## config.mk

```make
export PLATFORM = sky130hd
export DESIGN_NAME = escape_time_fractal_pixel
export DESIGN_NICKNAME = d
export VERILOG_FILES = /design/src/rtl/etf_pkg.sv /design/src/rtl/escape_time_fractal_pixel.sv /design/src/rtl/etf_mul.sv /design/src/rtl/etf_rem.sv /design/src/rtl/etf_iter.sv
export SDC_FILE = /design/constraint.sdc
export NUM_CORES = 2
export LEC_CHECK = 0
export BUFFER_PORTS_ARGS = -buffer_cell sky130_fd_sc_hd__buf_2
export CAP_MARGIN = 20
export CORE_MARGIN = 2
export CORE_UTILIZATION = 30
export DETAILED_ROUTE_END_ITERATION = 16
export GPL_ROUTABILITY_DRIVEN = 1
export PLACE_DENSITY_LB_ADDON = 0.2
export SLEW_MARGIN = 20
export SYNTH_ARGS = -nofsm -noshare
export SYNTH_HDL_FRONTEND = slang
export SYNTH_SLANG_ARGS = --single-unit
```

## constraint.sdc

```tcl
create_clock -name aclk -period 18.3 [get_ports aclk]
set_input_delay 3.66 -clock aclk [delete_from_list [all_inputs] [get_ports aclk]]
set_output_delay 3.66 -clock aclk [all_outputs]
set_load 0.02 [all_outputs]
```

## src/rtl/etf_pkg.sv

```systemverilog
`default_nettype none

package etf_pkg;

    localparam int FRAC_BITS = 28;
    localparam int MAX_POWER = 8;
    localparam int MIN_POWER = 2;
    localparam int MAX_COLORS = 256;

    // Escape when |z|^2 > 4, with |z|^2 carrying 2*FRAC_BITS fraction bits.
    localparam logic [63:0] ESCAPE_LIMIT = 64'd4 << (2 * FRAC_BITS);
    localparam int THR_SHIFT = 2 * FRAC_BITS - 32;
    localparam logic [63:0] THR_CORR1 = 64'd186006703183;
    localparam logic [63:0] THR_CORR2 = 64'd120674321726177;

    localparam int CFG_IDX_W = 3;
    localparam logic [CFG_IDX_W-1:0] REG_JULIA_MODE = 3'd0;
    localparam logic [CFG_IDX_W-1:0] REG_JULIA_RE   = 3'd1;
    localparam logic [CFG_IDX_W-1:0] REG_JULIA_IM   = 3'd2;
    localparam logic [CFG_IDX_W-1:0] REG_MAX_ITER   = 3'd3;
    localparam logic [CFG_IDX_W-1:0] REG_POWER      = 3'd4;
    localparam logic [CFG_IDX_W-1:0] REG_COLORS     = 3'd5;

    typedef enum logic [3:0] {
        S_IDLE,
        S_SQR,
        S_SQI,
        S_TEST,
        S_C1,
        S_C2,
        S_C3,
        S_C4,
        S_C5,
        S_ADD,
        S_REM,
        S_DONE
    } etf_state_t;

    typedef struct packed {
        logic        start;
        logic [15:0] dividend;
        logic [7:0]  divisor;
    } etf_rem_req_t;

    typedef struct packed {
        logic       valid;
        logic [7:0] remainder;
    } etf_rem_rsp_t;

    // Clamp a wide signed value into the 32-bit signed range.
    function automatic logic signed [31:0] sat32(input logic signed [37:0] v);
        if (v > 38'sd2147483647) begin
            return 32'sh7FFF_FFFF;
        end else if (v < -38'sd2147483648) begin
            return 32'sh8000_0000;
        end else begin
            return v[31:0];
        end
    endfunction

    // Fixed-point rescale of a raw product, rounding toward minus infinity.
    function automatic logic signed [37:0] fx(input logic signed [63:0] p);
        logic signed [63:0] s;
        s = p >>> FRAC_BITS;
        return s[37:0];
    endfunction

endpackage

`default_nettype wire

```

## src/rtl/escape_time_fractal_pixel.sv

```systemverilog
`default_nettype none

// Escape-time fractal pixel: one complex point in, one palette index out.
// The s_ channel carries a point (point_re, point_im, Q4.28) per word; the
// m_ channel returns one color_index word per point, 0 for a point that never
// escaped. The cfg channel writes the six setup registers by index and is
// always ready; write it only while no point is in flight.
// Per point the sequencer steps through S_SQR, S_SQI and S_TEST for |z|^2 and the
// escape test, then repeats S_C1..S_C5 power-1 times and ends in S_ADD for
// z = c + z^power, all through one 32x32 multiplier. An escaping point then
// waits in S_REM for the palette remainder, which runs bit-serially. One point
// is in work at a time.
// A finished index sits in the output register; the core can take the next
// point while that word waits, and it only stalls at its end when the
// output register is still full. Reset (aresetn low, synchronous) empties
// the output, idles the sequencer and restores the register defaults.
module escape_time_fractal_pixel (
    input  wire logic        aclk,
    input  wire logic        aresetn,
    input  wire logic        s_valid,
    output logic             s_ready,
    input  wire logic [31:0] s_point_re,
    input  wire logic [31:0] s_point_im,
    output logic             m_valid,
    input  wire logic        m_ready,
    output logic [7:0]       m_color_index,
    input  wire logic        cfg_valid,
    output logic             cfg_ready,
    input  wire logic [etf_pkg::CFG_IDX_W-1:0] cfg_index,
    input  wire logic [31:0] cfg_data
);
    import etf_pkg::*;

    logic        julia_mode_reg;
    logic [31:0] julia_re_reg, julia_im_reg;
    logic [15:0] max_iter_reg;
    logic [3:0]  power_reg;
    logic [8:0]  colors_reg;

    logic        idle, done, ack;
    logic [7:0]  color;
    logic [3:0]  pw_clamped;
    logic [7:0]  divisor;
    logic [31:0] c_re, c_im;
    logic        out_valid_reg, out_valid_next;
    logic [7:0]  out_color_reg, out_color_next;

    assign cfg_ready = 1'b1;

    always_ff @(posedge aclk) begin
        if (!aresetn) begin
            julia_mode_reg <= 1'b0;
            julia_re_reg   <= '0;
            julia_im_reg   <= '0;
            max_iter_reg   <= 16'd256;
            power_reg      <= 4'd2;
            colors_reg     <= 9'd16;
        end else if (cfg_valid) begin
            case (cfg_index)
                REG_JULIA_MODE: julia_mode_reg <= cfg_data[0];
                REG_JULIA_RE:   julia_re_reg   <= cfg_data;
                REG_JULIA_IM:   julia_im_reg   <= cfg_data;
                REG_MAX_ITER:   max_iter_reg   <= cfg_data[15:0];
                REG_POWER:      power_reg      <= cfg_data[3:0];
                REG_COLORS:     colors_reg     <= cfg_data[8:0];
                default: begin
                end
            endcase
        end
    end

    // Out-of-range settings fold onto the nearest legal value.
    always_comb begin
        if (power_reg < 4'(MIN_POWER)) begin
            pw_clamped = 4'(MIN_POWER);
        end else if (power_reg > 4'(MAX_POWER)) begin
            pw_clamped = 4'(MAX_POWER);
        end else begin
            pw_clamped = power_reg;
        end
        if (colors_reg < 9'd2) begin
            divisor = 8'd1;
        end else if (colors_reg > 9'(MAX_COLORS)) begin
            divisor = 8'(MAX_COLORS - 1);
        end else begin
            divisor = 8'(colors_reg - 9'd1);
        end
    end

    // Mandelbrot mode uses the point as c; Julia mode uses the register pair.
    assign c_re = julia_mode_reg ? julia_re_reg : s_point_re;
    assign c_im = julia_mode_reg ? julia_im_reg : s_point_im;

    assign s_ready = idle;
    assign ack     = !out_valid_reg || m_ready;

    etf_iter u_iter (
        .aclk     (aclk),
        .aresetn  (aresetn),
        .start    (s_valid && idle),
        .z0_re    (s_point_re),
        .z0_im    (s_point_im),
        .c_re     (c_re),
        .c_im     (c_im),
        .max_iter (max_iter_reg),
        .pw       (pw_clamped),
        .divisor  (divisor),
        .ack      (ack),
        .idle     (idle),
        .done     (done),
        .color    (color)
    );

    // Output register: refilled from the core when empty or being drained.
    always_comb begin
        out_valid_next = out_valid_reg;
        out_color_next = out_color_reg;
        if (done && ack) begin
            out_valid_next = 1'b1;
            out_color_next = color;
        end else if (m_ready) begin
            out_valid_next = 1'b0;
        end
    end

    always_ff @(posedge aclk) begin
        if (!aresetn) begin
            out_valid_reg <= 1'b0;
        end else begin
            out_valid_reg <= out_valid_next;
        end
        out_color_reg <= out_color_next;
    end

    assign m_valid       = out_valid_reg;
    assign m_color_index = out_color_reg;

    // An accepted point keeps the core busy in the following cycle.
    a_busy_after_accept: assert property (@(posedge aclk) disable iff (!aresetn)
        s_valid && s_ready |=> !s_ready)
        else $error("core ready right after taking a point");

    // A new output word only appears when the core has finished.
    a_out_from_core: assert property (@(posedge aclk) disable iff (!aresetn)
        !m_valid || m_ready |=> m_valid == $past(done))
        else $error("output word without a finished point");

    // The core never reports done while idle.
    a_done_not_idle: assert property (@(posedge aclk) disable iff (!aresetn)
        !(done && idle))
        else $error("core done and idle together");

endmodule

`default_nettype wire

```

## src/rtl/etf_mul.sv

```systemverilog
`default_nettype none

module etf_mul (
    input  wire logic               aclk,
    input  wire logic signed [31:0] a,
    input  wire logic signed [31:0] b,
    output logic signed [63:0]      prod_reg
);
    import etf_pkg::*;

    logic signed [63:0] prod_next;

    assign prod_next = 64'(a) * 64'(b);

    always_ff @(posedge aclk) begin
        prod_reg <= prod_next;
    end

endmodule

`default_nettype wire

```

## src/rtl/etf_rem.sv

```systemverilog
`default_nettype none

// Restoring division, one quotient bit per cycle; only the remainder is kept.
module etf_rem (
    input  wire logic                  aclk,
    input  wire logic                  aresetn,
    input  wire etf_pkg::etf_rem_req_t req,
    output etf_pkg::etf_rem_rsp_t      rsp
);
    import etf_pkg::*;

    logic [15:0] quo_reg, quo_next;
    logic [8:0]  rem_reg, rem_next;
    logic [7:0]  div_reg, div_next;
    logic [4:0]  cnt_reg, cnt_next;
    logic        busy_reg, busy_next;
    logic [8:0]  trial;

    always_comb begin
        quo_next  = quo_reg;
        rem_next  = rem_reg;
        div_next  = div_reg;
        cnt_next  = cnt_reg;
        busy_next = busy_reg;
        trial     = {rem_reg[7:0], quo_reg[15]};
        if (req.start) begin
            quo_next  = req.dividend;
            rem_next  = '0;
            div_next  = req.divisor;
            cnt_next  = 5'd16;
            busy_next = 1'b1;
        end else if (busy_reg && cnt_reg != 5'd0) begin
            quo_next = {quo_reg[14:0], 1'b0};
            rem_next = (trial >= {1'b0, div_reg}) ? trial - {1'b0, div_reg} : trial;
            cnt_next = cnt_reg - 5'd1;
        end else if (busy_reg) begin
            busy_next = 1'b0;
        end
    end

    always_ff @(posedge aclk) begin
        if (!aresetn) begin
            busy_reg <= 1'b0;
            cnt_reg  <= '0;
        end else begin
            busy_reg <= busy_next;
            cnt_reg  <= cnt_next;
        end
        quo_reg <= quo_next;
        rem_reg <= rem_next;
        div_reg <= div_next;
    end

    assign rsp.valid     = busy_reg && cnt_reg == 5'd0;
    assign rsp.remainder = rem_reg[7:0];

endmodule

`default_nettype wire

```

## src/rtl/etf_iter.sv

```systemverilog
`default_nettype none

module etf_iter (
    input  wire logic               aclk,
    input  wire logic               aresetn,
    input  wire logic               start,
    input  wire logic signed [31:0] z0_re,
    input  wire logic signed [31:0] z0_im,
    input  wire logic signed [31:0] c_re,
    input  wire logic signed [31:0] c_im,
    input  wire logic [15:0]        max_iter,
    input  wire logic [3:0]         pw,
    input  wire logic [7:0]         divisor,
    input  wire logic               ack,
    output logic                    idle,
    output logic                    done,
    output logic [7:0]              color
);
    import etf_pkg::*;

    etf_state_t state_reg, state_next;

    logic signed [31:0] zr_reg, zr_next, zi_reg, zi_next;
    logic signed [31:0] cr_reg, cr_next, ci_reg, ci_next;
    logic signed [31:0] wr_reg, wr_next, wi_reg, wi_next;
    logic signed [31:0] nr_reg, nr_next;
    logic signed [37:0] t_reg, t_next;
    logic [63:0]        acc_reg, acc_next;
    logic [16:0]        k_reg, k_next;
    logic [15:0]        max_reg, max_next;
    logic [3:0]         pw_reg, pw_next;
    logic [3:0]         e_reg, e_next;
    logic [7:0]         div_reg, div_next;
    logic [7:0]         color_reg, color_next;

    logic signed [31:0] mul_a, mul_b;
    logic signed [63:0] prod;
    logic [63:0]        mag;
    logic               escaped;
    logic [1:0]         corr;
    logic signed [17:0] diff;
    logic [3:0]         e_inc;

    etf_rem_req_t rem_req;
    etf_rem_rsp_t rem_rsp;

    etf_mul u_mul (
        .aclk     (aclk),
        .a        (mul_a),
        .b        (mul_b),
        .prod_reg (prod)
    );

    etf_rem u_rem (
        .aclk    (aclk),
        .aresetn (aresetn),
        .req     (rem_req),
        .rsp     (rem_rsp)
    );

    assign mag     = acc_reg + 64'(prod);
    assign escaped = mag > ESCAPE_LIMIT;
    assign e_inc   = e_reg + 4'd1;

    always_comb begin
        if ((mag >> THR_SHIFT) >= THR_CORR2) begin
            corr = 2'd2;
        end else if ((mag >> THR_SHIFT) >= THR_CORR1) begin
            corr = 2'd1;
        end else begin
            corr = 2'd0;
        end
        diff = $signed({1'b0, k_reg}) - $signed({16'd0, corr});
    end

    // Operand selection for the shared multiplier.
    always_comb begin
        case (state_reg)
            S_SQR:   begin mul_a = zr_reg; mul_b = zr_reg; end
            S_SQI:   begin mul_a = zi_reg; mul_b = zi_reg; end
            S_C1:    begin mul_a = wr_reg; mul_b = zr_reg; end
            S_C2:    begin mul_a = wi_reg; mul_b = zi_reg; end
            S_C3:    begin mul_a = wr_reg; mul_b = zi_reg; end
            S_C4:    begin mul_a = wi_reg; mul_b = zr_reg; end
            default: begin mul_a = zr_reg; mul_b = zi_reg; end
        endcase
    end

    // Next state.
    always_comb begin
        state_next = state_reg;
        case (state_reg)
            S_IDLE: begin
                if (start) begin
                    state_next = (max_iter == 16'd0) ? S_DONE : S_SQR;
                end
            end
            S_SQR:  state_next = S_SQI;
            S_SQI:  state_next = S_TEST;
            S_TEST: begin
                if (!escaped) begin
                    state_next = S_C1;
                end else if (diff < 0) begin
                    state_next = S_DONE;
                end else begin
                    state_next = S_REM;
                end
            end
            S_C1:   state_next = S_C2;
            S_C2:   state_next = S_C3;
            S_C3:   state_next = S_C4;
            S_C4:   state_next = S_C5;
            S_C5:   state_next = (e_inc < pw_reg) ? S_C1 : S_ADD;
            S_ADD:  state_next = (k_reg[15:0] == max_reg) ? S_DONE : S_SQR;
            S_REM:  state_next = rem_rsp.valid ? S_DONE : S_REM;
            S_DONE: state_next = ack ? S_IDLE : S_DONE;
            default: state_next = S_IDLE;
        endcase
    end

    // Datapath updates.
    always_comb begin
        zr_next = zr_reg;  zi_next = zi_reg;
        cr_next = cr_reg;  ci_next = ci_reg;
        wr_next = wr_reg;  wi_next = wi_reg;
        nr_next = nr_reg;  t_next  = t_reg;
        acc_next = acc_reg;
        k_next   = k_reg;
        max_next = max_reg;
        pw_next  = pw_reg;
        e_next   = e_reg;
        div_next = div_reg;
        color_next = color_reg;
        rem_req.start    = 1'b0;
        rem_req.dividend = diff[15:0];
        rem_req.divisor  = div_reg;
        case (state_reg)
            S_IDLE: begin
                if (start) begin
                    zr_next = z0_re;  zi_next = z0_im;
                    cr_next = c_re;   ci_next = c_im;
                    k_next  = 17'd1;
                    max_next = max_iter;
                    pw_next  = pw;
                    div_next = divisor;
                    color_next = '0;
                end
            end
            S_SQI: acc_next = 64'(prod);
            S_TEST: begin
                wr_next = zr_reg;
                wi_next = zi_reg;
                e_next  = 4'd1;
                if (escaped) begin
                    if (diff < 0) begin
                        // Truncating remainder of minus one.
                        color_next = (div_reg == 8'd1) ? 8'd1 : 8'd0;
                    end else begin
                        rem_req.start = 1'b1;
                    end
                end
            end
            S_C2: t_next  = fx(prod);
            S_C3: nr_next = sat32(t_reg - fx(prod));
            S_C4: t_next  = fx(prod);
            S_C5: begin
                wi_next = sat32(t_reg + fx(prod));
                wr_next = nr_reg;
                e_next  = e_inc;
            end
            S_ADD: begin
                zr_next = sat32(38'(cr_reg) + 38'(wr_reg));
                zi_next = sat32(38'(ci_reg) + 38'(wi_reg));
                k_next  = k_reg + 17'd1;
            end
            S_REM: begin
                if (rem_rsp.valid) begin
                    color_next = rem_rsp.remainder + 8'd1;
                end
            end
            default: begin
            end
        endcase
    end

    always_ff @(posedge aclk) begin
        if (!aresetn) begin
            state_reg <= S_IDLE;
        end else begin
            state_reg <= state_next;
        end
        zr_reg <= zr_next;  zi_reg <= zi_next;
        cr_reg <= cr_next;  ci_reg <= ci_next;
        wr_reg <= wr_next;  wi_reg <= wi_next;
        nr_reg <= nr_next;  t_reg  <= t_next;
        acc_reg <= acc_next;
        k_reg   <= k_next;
        max_reg <= max_next;
        pw_reg  <= pw_next;
        e_reg   <= e_next;
        div_reg <= div_next;
        color_reg <= color_next;
    end

    assign idle  = state_reg == S_IDLE;
    assign done  = state_reg == S_DONE;
    assign color = color_reg;

endmodule

`default_nettype wire
```

======== Yosys cells after proc, flatten, opt, wreduce, memory -nomap -nowiden ========
Index checks and enable logic that the tools add are counted.
W data, S select, Z words.
storage, ports and cells
  output and inout port bits .............. 11
  word-level logic and storage cells ...... 170
  register bits after elaboration ......... 590
  input bits .............................. 104
cells by class
  add/sub/neg operators ................... 12
  multiply operators ...................... 1
  muxes and demuxes ....................... 51
  reductions and logical operators ........ 31
  $lt $le $gt $ge ......................... 18
  equal/unequal tests ..................... 23
  bitwise logic cells ..................... 1
operators with widths
  cell                     number
  $mux W32                 12
  $pmux W32 S2             4
  $gt A38 B32 Y1 const B   4
  $lt A38 B32 Y1 const B   4
  $pmux W32 S3             1
  $add A32 B32 Y33         2
  $add A64 B64 Y64         1
  $gt A64 B59 Y1 const B   1
  $mul A32 B32 Y64         1
  $mux W8                  6
  $pmux W4 S12             1
  $ge A40 B47 Y1 const B   1
  $ge A40 B38 Y1 const B   1
  $add A36 B36 Y37         1
  $sub A36 B36 Y37         1
  $pmux W17 S2             1
  $mux W16                 2
  $mux W4                  7
  $pmux W8 S3              1
  $lt A18 B1 Y1 const B    1
  $sub A17 B2 Y18          1
  $add A17 B1 Y17 const B  1
  $mux W17                 1
  $eq A16 B16 Y1           1
  other kinds (39)         80

======== Depth between registers and ports, before layout ========
  depth after elaboration ................. 10
  gate-level depth with buffers ........... 39
  mapped depth without buffers ............ 34

======== Modules after synthesis ========
Synthesis repeated with hierarchy kept, for this count alone.
unflattened totals
  cell total of the unflattened synthesis .. 7,452
  area total of the unflattened synthesis .. 71,501.1 µm²
modules (own cells, without submodules)
  module                     seq. area each (µm²)  cells an instance  area an instance (µm²)  instances
  etf_mul                    1,281.2               3,894              37,195.7                1
  etf_iter                   11,521.0              2,836              27,461.3                1
  escape_time_fractal_pixel  2,142.1               540                4,793.3                 1
  etf_rem                    1,001.0               182                2,050.7                 1

======== Worst setup path before layout ========
OpenSTA, ideal clock, no wires.
  path type ............................... flip-flop to flip-flop
  from .................................... reg u_iter.state_reg[1]
  to ...................................... reg u_iter.u_mul.prod_reg[62]
  cell stages (with the launch flop) ...... 34
  setup time .............................. 0.072 ns
  required time ........................... 18.228 ns
  arrival ................................. 11.238 ns
  path buffers ............................ 3
  path slack .............................. 6.990 ns
  clock period less this slack ............ 11.310 ns
  cell sequence ........................... dfxtp_1 > clkbuf_1 > nor2b_1 > and2_1 > clkbuf_1 > buf_1 > a221oi_1 > nor2_1 > fa_1 > fa_1 > fa_1 > inv_1 > fa_1 > inv_1 > fa_1 > fa_1 > fa_1 > inv_1 > fa_1 > inv_1 > ha_1 > a21o_1 > a21o_1 > a221oi_1 > a31oi_1 > a221o_1 > a31o_2 > a21oi_1 > a31o_2 > o21ai_1 > a21oi_1 > o21ai_1 > a221oi_1 > xnor2_1
on the way
  cells in the longest elaborated chain, start to end .. 4
  elaborated cells between the ends (all ways) .. 12
  classes of those cells .................. mul: 1; eq/ne: 6; mux: 2; reduce/logical: 3
ends and longest elaborated chain
  element                                                                line             RTL
  start: declaration                                                     etf_iter.sv:21   etf_state_t state_reg, state_next;
  start signal: assignment                                               etf_iter.sv:190  state_reg <= state_next;
  $eq A4 B3 Y1, or another cell as far along                             etf_iter.sv:78   case (state_reg)
  $reduce_or A2 Y1 (no line) / $reduce_or A3 Y1 (equally long branches)  -
  $pmux W32 S3 / $mux W32 (equally long branches)                        etf_iter.sv:78
  $mul A32 B32 Y64 (*)                                                   etf_mul.sv:13    assign prod_next = 64'(a) * 64'(b);
  via u_iter.u_mul.prod_next[62]                                         etf_mul.sv:11    logic signed [63:0] prod_next;
  end signal: assignment                                                 etf_mul.sv:16    prod_reg <= prod_next;
  end: declaration                                                       etf_mul.sv:7     output logic signed [63:0] prod_reg
The timed path passes the listed nets; every way through them passes the cells marked *.
A chain may end at the register's enable or synchronous reset.

======== Final worst setup path ========
  from .................................... reg u_iter.state_reg[0]
  to ...................................... reg u_iter.u_mul.prod_reg[62]
The elaborated chain is that of the path after synthesis.

==> impl_results.md <==
- Worst-margin pin slew: 1.130 ns
- Cts bufs inserted: 72
- Number of diodes: 0
- Max-Slew Margin vs Limit: 0.2439
- Clock tree buffer depth: 3
- Most repeated library cell on the critical path: fa_1
- Post-Syn Area: between 70000 and 80000 µm²
- Initial DRC Count: 4337
- CP Class: flip-flop to flip-flop
- CTS clock-pin slew for the worst setup and hold paths: 0.06 ns
- Die height: 489.1 µm
- Worst Path Max Fanout: 44
- Pin count of the biggest net entering global routing: approximately 100
- HP Class: flip-flop to flip-flop
- Cell count after synthesis: 7536
- Vias in the first global route: 56024
- Max incr delay on CP: 0.80 ns
- Synth cell count leaders: 1129 x inv_1, 1088 x fa_1, 1030 x nand2_1, 819 x nor2_1, 413 x edfxtp_1
- Setup crit end kind: flip-flop
- Initial Utilization: 0.3010
- Antenna-violating nets left: 0
- Post-CTS Resized: 0
- Skew-Pair Late Insertion Delay: 0.70 ns
- Fmax: 80.17 MHz
- FILL cells: 24160
- Hold buffer count at cts: 0
- Via count: 54716
- Detailed-route DRC error count: 0
- Worst Clk Skew: approximately 0.084 ns
- Final Hold Violating Endpoints: 0
- Status: complete, no violations
- Die Wd: 489.1 µm
- Port Buffers: 113
- Post-DP HPWL: 199500 µm
- Gpl congestion: roughly 0.95
- I/O Pins: 115
- Setup bufs post-CTS: 0
- Crit path DAT: 13.09 ns
- RSZ-0062 raised after global routing: no
- Top_reg_cell synth: edfxtp_1
- Worst path required time: 18.92 ns
- Largest cells by area after synthesis: fa_1 31%, edfxtp_1 18%, ha_1 7.1%
- Post-synth EDFFs: 413
- FFs w/ async S/R, synth: 0
- Initial antenna violation count: 10
- Root buffer cell: clkbuf_16
- Final Cycle Share: 0.6816
- Overflow left after global routing: 0
- CTS Sinks: 590
- Synth area leader: fa_1
- Die Area: around 240000 µm²
- Fin nets: 9096
- #FFs+latches synth: 590
- Syn. warnings: 0
- Tmin final: around 12 ns
- Htree depth: 3
- Layout area overhead: 10.14%
- DRT Wirelength: about 260000 µm
- Post-Syn Nets: just over 9000
- Top-count cell post-synth: inv_1
- Layout cells sized above 1: 0.07788
- Avg WL per Cell: 24.18 µm
- Max-slew violations: 0
- Setup_tns: 0 ns
- Startpoint types: flip-flop
- Via density: 5.107
- Sequential area share after synthesis: 0.2259
- Avg Inst Size Synth: 9.367 µm²
- First-pass GRT wire length: 381300 µm
- Final setup viols: 0
- Rows: 178
- Core area: 234500 µm²
- Number of max-cap violations: 0
- Yosys cell types: 100
- CTS tree: built
- Finished Core Util: 0.3315
- Pre-antenna DRT Iters: 6
- Overall Global Routing Usage: 0.2166
- Slowest cell on the critical path: buf_4
- Area share of the largest cell type after synthesis: 0.3086
-- critical path: cells and delay by family, from the launching register on --
kind                     cells  cell delay [ns]
XOR/XNOR                     1             0.16
AO/OA/AOI/OAI               11             3.59
flip-flops                   1             0.31
multiplexers                 1             0.33
adder cells (fa/ha/maj)      9             4.50
AND/OR/NAND/NOR              5             1.24
buffers and inverters        7             2.14
-- layer usage --
layer	track usage	routed length (µm)	vias up
met3	0.03565	18090	403
met5	0	13	-
met1	0.3021	115200	27980
met2	0.3385	115300	2012
li1	-	-	24319
met4	0.07641	10420	2
-- logic make-up (layout without fill, tap and decap cells) --
kind of cell               count (synthesis)  after routing  synth area share
DFF                                      590            590            0.2259
AOI/OAI and AO/OA                       1176           1176            0.1108
adders and majority gates               1500           1500            0.3812
buffers and inverters                   1490           1517           0.08028
other                                      1              1        0.00005312
xor gates and xnor gates                 281            281           0.03486
and+or+nand+nor                         2319           2319            0.1391
muxes                                    179            179           0.02785
-- path summary, 6_finish.rpt --
check / to / cells past startpoint / slack, ns / from
worst max-delay path: u_iter.u_mul.prod_reg[62]$_DFF_P_ / 34 / 5.83 / u_iter.state_reg[0]$_SDFFE_PN0N_
worst min-delay path: m_color_index[1]$_DFFE_PP_ / 0 / 0.42 / u_iter.color[1]$_DFFE_PP_
worst max register to register: u_iter.u_mul.prod_reg[62]$_DFF_P_ / 34 / 5.83 / u_iter.state_reg[0]$_SDFFE_PN0N_
worst min register to register: m_color_index[1]$_DFFE_PP_ / 0 / 0.42 / u_iter.color[1]$_DFFE_PP_
-- stage by stage --
| step | worst slack, ns | hold WS [ns] | cell area, µm² | cells |
|---|---|---|---|---|
| final | 5.826 | 0.4197 | 77750 | 10713 |
| after global routing | 5.356 | 0.4289 | 77750 | 10713 |
| after CTS | 5.807 | 0.4241 | 77730 | 10712 |
| after detailed placement | 5.849 | 0.4084 | 75230 | 10578 |
| after global placement | 5.905 | 0.4007 | 75210 | 10578 |
| after floorplan | 6.990 | 0.4003 | 70590 | 7536 |
-- area by class of cell --
class / instances / area (µm²) / share of cell area
sequential: 590 / 15950 / 0.2051
multi-input combinational: 5456 / 49480 / 0.6365
clock buffer: 99 / 2057 / 0.02646
timing repair buffer: 252 / 1629 / 0.02095
clock inverter: 35 / 442.9 / 0.005697
inverter: 1131 / 4245 / 0.05461
tap: 3150 / 3941 / 0.05069
-- layout by cell type, fill, tap and decap left out, types with 175 or more instances in the layout --
cell type	instances
inv_1	1129
a21oi_1	279
xnor2_1	186
dfxtp_1	175
nand2_1	1027
o21ai_0	253
ha_1	401
nor2_1	813
fa_1	1088
edfxtp_1	413
Power is left out: the tool's default activity adds up to more than one toggle a clock period on the data nets, which glitch-free logic cannot reach.
